--- src/design/ibmdk_pkg.sv ---
// Package for the delta kernel weight unit: kernel selection codes, shared
// types and the pipeline depth helper. No dependencies.
package ibmdk_pkg;

  localparam int FRAC_BITS_DEF = 12;
  localparam int CFG_AW        = 3;
  localparam logic [CFG_AW-1:0] ADDR_KERNEL_SUPPORT = 3'd0;

  typedef enum logic [1:0] {
    KERN_HAT = 2'd0,
    KERN_P3  = 2'd1,
    KERN_P4  = 2'd2
  } kern_t;

  // Travels alongside the arithmetic of one axis.
  typedef struct packed {
    logic [16:0] mag;
    kern_t       kern;
    logic        piece;
    logic        zero;
  } side_t;

  // Root stages: one result bit per stage of a radicand of 2*frac+2 bits.
  function automatic int sqrt_stages(input int frac);
    return frac + 1;
  endfunction

endpackage

--- src/design/ibmdk_axis.sv ---
// One-axis kernel evaluation: magnitude, radicand, bit-per-stage square root,
// numerator and scaling to Q1.15. Depends on ibmdk_pkg.
module ibmdk_axis #(
  parameter int FRAC_BITS = ibmdk_pkg::FRAC_BITS_DEF
) (
  input  logic                clk,
  input  logic                en,
  input  logic signed [15:0]  axis_d,
  input  ibmdk_pkg::kern_t    kern,
  output logic        [15:0]  axis_w
);
  import ibmdk_pkg::*;

  localparam int NS   = sqrt_stages(FRAC_BITS);
  localparam int RADW = 2 * FRAC_BITS + 2;
  localparam int RSW  = 2 * FRAC_BITS + 20;
  localparam int NW   = FRAC_BITS + 5;
  localparam int TW   = FRAC_BITS + 21;
  localparam logic signed [RSW-1:0] S  = RSW'(1) <<< FRAC_BITS;
  localparam logic signed [RSW-1:0] S2 = RSW'(1) <<< (2 * FRAC_BITS);
  localparam logic [17:0] U3_MAX = 18'd98304;
  localparam logic [17:0] Q_MAX  = 18'd32768;
  localparam logic [17:0] RECIP3 = 18'd174763;

  // Stage A: magnitude.
  side_t a_r;
  always_ff @(posedge clk) begin
    if (en) begin
      a_r.mag   <= axis_d[15] ? 17'(-{axis_d[15], axis_d}) : {1'b0, axis_d};
      a_r.kern  <= kern;
      a_r.piece <= 1'b0;
      a_r.zero  <= 1'b0;
    end
  end

  // Stage B: square of the magnitude and piece selection.
  side_t b_r;
  logic [33:0] aa_r;
  logic signed [RSW-1:0] am;
  logic piece_nxt, zero_nxt;
  always_comb begin
    am = RSW'(a_r.mag);
    piece_nxt = 1'b0;
    zero_nxt  = 1'b0;
    case (a_r.kern)
      KERN_HAT: begin
        zero_nxt = am >= S;
      end
      KERN_P3: begin
        piece_nxt = (am <<< 1) >= S;
        zero_nxt  = (am <<< 1) >= 3 * S;
      end
      default: begin
        piece_nxt = am >= S;
        zero_nxt  = am >= (S <<< 1);
      end
    endcase
  end
  always_ff @(posedge clk) begin
    if (en) begin
      aa_r <= a_r.mag * a_r.mag;
      b_r  <= {a_r.mag, a_r.kern, piece_nxt, zero_nxt};
    end
  end

  // Stage C: radicand, negative values taken as zero.
  side_t c_r;
  logic [RADW-1:0] rad_r;
  logic signed [RSW-1:0] poly, aas, as;
  always_comb begin
    aas = RSW'(aa_r);
    as  = RSW'(b_r.mag) <<< FRAC_BITS;
    case (b_r.kern)
      KERN_P3: poly = b_r.piece ? (-2 * S2 + 6 * as - 3 * aas) : (S2 - 3 * aas);
      KERN_P4: poly = b_r.piece ? (-7 * S2 + 12 * as - 4 * aas)
                                : (S2 + 4 * as - 4 * aas);
      default: poly = '0;
    endcase
    if (poly < 0 || b_r.zero) poly = '0;
  end
  always_ff @(posedge clk) begin
    if (en) begin
      rad_r <= poly[RADW-1:0];
      c_r   <= b_r;
    end
  end

  // Square root, one result bit per stage.
  logic [RADW-1:0] rem_q [NS+1];
  logic [RADW-1:0] res_q [NS+1];
  side_t           sd_q  [NS+1];
  assign rem_q[0] = rad_r;
  assign res_q[0] = '0;
  assign sd_q[0]  = c_r;

  for (genvar j = 0; j < NS; j++) begin : g_root
    localparam logic [RADW-1:0] BIT = RADW'(1) << (2 * (NS - 1 - j));
    logic [RADW-1:0] rem_nxt, res_nxt, rem_r, res_r;
    side_t sd_r;
    always_comb begin
      if (rem_q[j] >= res_q[j] + BIT) begin
        rem_nxt = rem_q[j] - (res_q[j] + BIT);
        res_nxt = (res_q[j] >> 1) + BIT;
      end else begin
        rem_nxt = rem_q[j];
        res_nxt = res_q[j] >> 1;
      end
    end
    always_ff @(posedge clk) begin
      if (en) begin
        rem_r <= rem_nxt;
        res_r <= res_nxt;
        sd_r  <= sd_q[j];
      end
    end
    assign rem_q[j+1] = rem_r;
    assign res_q[j+1] = res_r;
    assign sd_q[j+1]  = sd_r;
  end

  // Stage N: numerator, clamped at zero, and the divisor class.
  typedef enum logic [1:0] {DIV_1 = 2'd0, DIV_3 = 2'd1, DIV_6 = 2'd2, DIV_8 = 2'd3} div_t;
  side_t sdn;
  logic signed [NW-1:0] num, sn, an, rt;
  div_t dv_nxt, n_dv_r;
  logic [NW-2:0] num_r;
  always_comb begin
    sdn = sd_q[NS];
    sn  = NW'(1) <<< FRAC_BITS;
    an  = NW'(sdn.mag);
    rt  = NW'(res_q[NS][FRAC_BITS:0]);
    case (sdn.kern)
      KERN_HAT: begin
        num = sn - an;
        dv_nxt = DIV_1;
      end
      KERN_P3: begin
        num    = sdn.piece ? (5 * sn - 3 * an - rt) : (sn + rt);
        dv_nxt = sdn.piece ? DIV_6 : DIV_3;
      end
      default: begin
        num    = sdn.piece ? (5 * sn - 2 * an - rt) : (3 * sn - 2 * an + rt);
        dv_nxt = DIV_8;
      end
    endcase
    if (num < 0 || sdn.zero) num = '0;
  end
  always_ff @(posedge clk) begin
    if (en) begin
      num_r  <= num[NW-2:0];
      n_dv_r <= dv_nxt;
    end
  end

  // Stage D: scale by the power-of-two part of k*S with rounding.
  logic [TW-1:0] t;
  logic [17:0] u, u_r;
  logic div3_r;
  localparam logic [TW-1:0] HALF_S = TW'(1) << (FRAC_BITS - 1);
  always_comb begin
    t = TW'(num_r) << 15;
    case (n_dv_r)
      DIV_1: begin t = t + HALF_S;     u = 18'(t >> FRAC_BITS);       end
      DIV_3: begin t = t + 3 * HALF_S; u = 18'(t >> FRAC_BITS);       end
      DIV_6: begin t = t + 6 * HALF_S; u = 18'(t >> (FRAC_BITS + 1)); end
      default: begin t = t + 8 * HALF_S; u = 18'(t >> (FRAC_BITS + 3)); end
    endcase
    if (n_dv_r == DIV_3 || n_dv_r == DIV_6) begin
      if (u > U3_MAX) u = U3_MAX;
    end else if (u > Q_MAX) begin
      u = Q_MAX;
    end
  end
  always_ff @(posedge clk) begin
    if (en) begin
      u_r    <= u;
      div3_r <= (n_dv_r == DIV_3) || (n_dv_r == DIV_6);
    end
  end

  // Stage E: division by three through the reciprocal; exact below 2^19.
  logic [35:0] p_r;
  logic div3_e_r;
  always_ff @(posedge clk) begin
    if (en) begin
      p_r      <= div3_r ? (u_r * RECIP3) : 36'(u_r);
      div3_e_r <= div3_r;
    end
  end

  // Stage F: final axis weight.
  logic [15:0] w_r;
  always_ff @(posedge clk) begin
    if (en) w_r <= div3_e_r ? 16'(p_r >> 19) : 16'(p_r);
  end
  assign axis_w = w_r;

endmodule

--- config.mk ---
export PLATFORM = sky130hd
export DESIGN_NAME = ibmdk_axis
export DESIGN_NICKNAME = d
export VERILOG_FILES = /design/src/design/ibmdk_pkg.sv /design/src/design/ibmdk_axis.sv
export SDC_FILE = /design/constraint.sdc
export NUM_CORES = 2
export LEC_CHECK = 0
export ABC_AREA = 0
export BUFFER_PORTS_ARGS = -buffer_cell sky130_fd_sc_hd__buf_2
export CORE_MARGIN = 2
export CORE_UTILIZATION = 44
export DETAILED_ROUTE_END_ITERATION = 10
export MAX_ROUTING_LAYER = met4
export PLACE_DENSITY_LB_ADDON = 0.15
export SYNTH_ARGS = -nofsm -noshare
export SYNTH_HDL_FRONTEND = slang
export SYNTH_SLANG_ARGS = --single-unit
export TNS_END_PERCENT = 5
--- constraint.sdc ---
create_clock -name clk -period 20.3 [get_ports clk]
set_input_delay 3.045 -clock clk [delete_from_list [all_inputs] [get_ports clk]]
set_output_delay 3.045 -clock clk [all_outputs]
set_load 0.005 [all_outputs]
==> results_dict.tcl <==
set metrics [dict create \
    status "finished, final reports clean" \
    start_kind "flop" \
    drive_gt1_share_pct 5.369 \
    crit_family "adder cells" \
    overflow 0 \
    grt_max_degree 178 \
    max_slew_margin_pct 29.66 \
    hold_viol 0 \
    place_hpwl_um 96950 \
    drc 0 \
    rr_worst_depth 23 \
    die_w_um 369.9 \
    grt_pass1_wl_um 200100 \
    cp_slowest_cell "edfxtp_1" \
    place.gp.congestion 0.8533 \
    cp.depth 23 \
    synth_fa_ha_area_share_pct 24.68 \
    setup_viol_count_final 0 \
    totalWireLength_um 123800 \
    crit_chain "nand2_1, fa_1, inv_1, fa_1, inv_1, fa_1, inv_1, fa_1, fa_1, inv_1, fa_1, inv_1, ha_1, a21oi_1, o21bai_1, a21oi_1, o21bai_1, a21oi_1, nand4_1, and4b_1, or4_1, a2111oi_0, and4b_1" \
    synthXorXnorAreaFrac_pct 4.842 \
    worstSetupEndpointType "flop" \
    vias_per_cell 5.108 \
    wl_met3_um 3620 \
    ys_seq_area_share_pct 44.91 \
    first_pass_iters 6 \
    finalNetCount 6148 \
    worstSetupPathType "reg2reg" \
    crit_buf_inv 5 \
    insertion_delay_ns 0.69 \
    tritoncts "yes" \
    rsz0062_at_grt "no" \
    ant_nets 0 \
    dieHeight_um 369.9 \
    layout.cells.non_filler 7003 \
    cts_resized 0 \
    numClockSinks 881 \
    placedCellCount 6827 \
    grt_pass1_vias 36100 \
    synthDistinctLibCells 88 \
    cpMostUsedCell "fa_1" \
    crit_fanout 19 \
    synthCells 5096 \
    fin_tns_setup_ns 0 \
    worstPathArrival_ns 8.18 \
    rows 134 \
    synth_top_family_by_area "adder cells" \
    design.die.area_um2 136800 \
    numPortBuffers 35 \
    ctsHtreeMaxLevel 3 \
    top_layer "met4" \
    skew_ns 0.03375 \
    ys.warnings.count 0 \
    fillCellCount 12070 \
    drt_iter0_markers 2126 \
    synth_edf_count 881 \
    via_count 35770 \
    ios 36 \
    stdcell_area_um2 64270 \
    met1Wirelength_um 57170 \
    hold_depth 0 \
    max_stage_delay_ns 0.87 \
    ctsRootBufferMaster "clkbuf_16" \
    multi_input_area_um2 28860 \
    avgSynthCellArea_um2 11.56 \
    grt_use_total_pct 19.09 \
    area_delta_synth_final_pct 9.088 \
    worst_slew_pin_slew_ns 1.055 \
    coreArea_um2 133100 \
    max_cap_violations 0 \
    yosys-mux-area-fraction_pct 0.8453 \
    start_util_pct 44.25 \
    async_reset_ff_share_pct 0 \
    cts.path.max_buffers 3 \
    cp.required_ns 20.75 \
    synth-simple-area-share_pct 9.377 \
    max_freq_mhz 129.3 \
    post-cts-setup-buffers 0 \
    place_area_um2 61120 \
    antenna_found_initial 1 \
    synth_area_um2 58910 \
    finalMaxSlewViolations 0 \
    hold_class "reg2reg" \
    ys_seq_elements 881 \
    avgRoutedWirePerCell_um 17.68 \
    cts_made_buffers 97 \
    holdBufCountCts 0 \
    min_period_over_period_pct 38.09 \
    synth_compound_area_share_pct 9.220 \
    period_minus_slack_ns 7.732 \
    path_clk_slew_ns 0.06 \
    yosys_most_used_dff "edfxtp_1" \
    regArea_um2 26460 \
    wl_met2_um 60240 \
]
[layer usage]
layer / up-vias / GRT usage [%]
li1: 17890 / -
met1: 17250 / 25.21
met2: 483 / 31.40
met3: 150 / 2.435
met4: 0 / 4.440
met5: - / -
[area by class of cell]
class / count / area share, %
timing repair buffer: 59 / 0.5880
inverter: 857 / 5.006
clock inverter: 55 / 0.8761
sequential: 881 / 41.17
clock buffer: 120 / 4.011
tap: 1768 / 3.442
antenna: 1 / 0.003894
multi-input combinational: 3262 / 44.91
[synth_stat cells (all sizes together) (31+ instances only)]
cell type  count  area, um2
a211oi        38      307.8
a21o          80      600.6
a21oi        228       1145
and2          82      513.0
clkbuf        87      326.6
edfxtp       881      26460
fa           320       6406
ha           650       8133
inv          856       3213
nand2        292       1096
nand2b        57      356.6
nand3         60      300.3
nand4         36      225.2
nor2         240      900.9
nor2b         52      325.3
nor3          80      500.5
nor4          44      275.3
o21a          40      300.3
o21ai        192      964.7
o31ai         31      232.7
xnor2        236       2067
xor2          88      785.8
[cell usage in the layout (no fill, tap or decap), types with 18 or more instances in the layout]
master	netlist	routed
a2111oi_0	18	18
a211oi_1	35	35
a21boi_0	18	18
a21o_1	80	80
a21oi_1	227	227
a22oi_1	30	30
a31oi_1	22	22
and2_1	82	82
and3_1	25	25
buf_2	3	34
buf_4	0	23
clkbuf_1	87	20
clkbuf_16	0	100
clkinv_1	1	26
edfxtp_1	881	881
fa_1	320	320
ha_1	650	650
inv_1	856	856
mux2_2	30	30
nand2_1	292	292
nand2b_1	57	57
nand3_1	60	60
nand4_1	36	36
nor2_1	240	240
nor2b_1	52	52
nor3_1	60	60
nor3_2	20	20
nor4_1	44	44
o211ai_1	25	25
o21a_1	40	40
o21ai_0	189	189
o31ai_1	31	31
or2_2	23	23
or3_1	27	27
xnor2_1	236	236
xor2_1	86	86
[flip-flops by register name (all words and copies together) (netlist names), 2 cells and up]
name and flops:
c_r 21, aa_r 32, n_dv_r 2, b_r 4, rad_r 26, g_root.res_r 91
as 17, p_r 32, a_r 19, g_root.sd_r 256, u_r 18, axis_w 16
an 17, num_r 16, g_root.rem_r 312
[final timing paths]
| check | from | end | slack (ns) |
|---|---|---|---|
| worst max register to register | a_r[9] | aa_r[32] | 12.57 |
| worst min-delay path | c_r[3] | g_root[0].sd_r[3] | 0.40 |
| worst max-delay path | a_r[9] | aa_r[32] | 12.57 |
| worst min register to register | c_r[3] | g_root[0].sd_r[3] | 0.40 |
[stage by stage]
step                      hold WS [ns]  setup WS (ns)  util [%]
after detailed placement        0.4045          12.63     45.91
after CTS                       0.3929          12.58     48.27
after floorplan                 0.4003          13.44         -
after global routing            0.4055          12.18     48.27
final                           0.3972          12.57     48.28
after global placement          0.4002          12.88     45.91
[kinds of logic after synthesis]
family,Yosys count
and+or+nand+nor,1085
adders and majority gates,970
buffers and inverters,956
DFF,881
AOI/OAI and AO/OA,833
xor gates and xnor gates,324
muxes,46
other,1
Power is left out: the tool's default activity adds up to more than one toggle a clock period on the data nets, which glitch-free logic cannot reach.
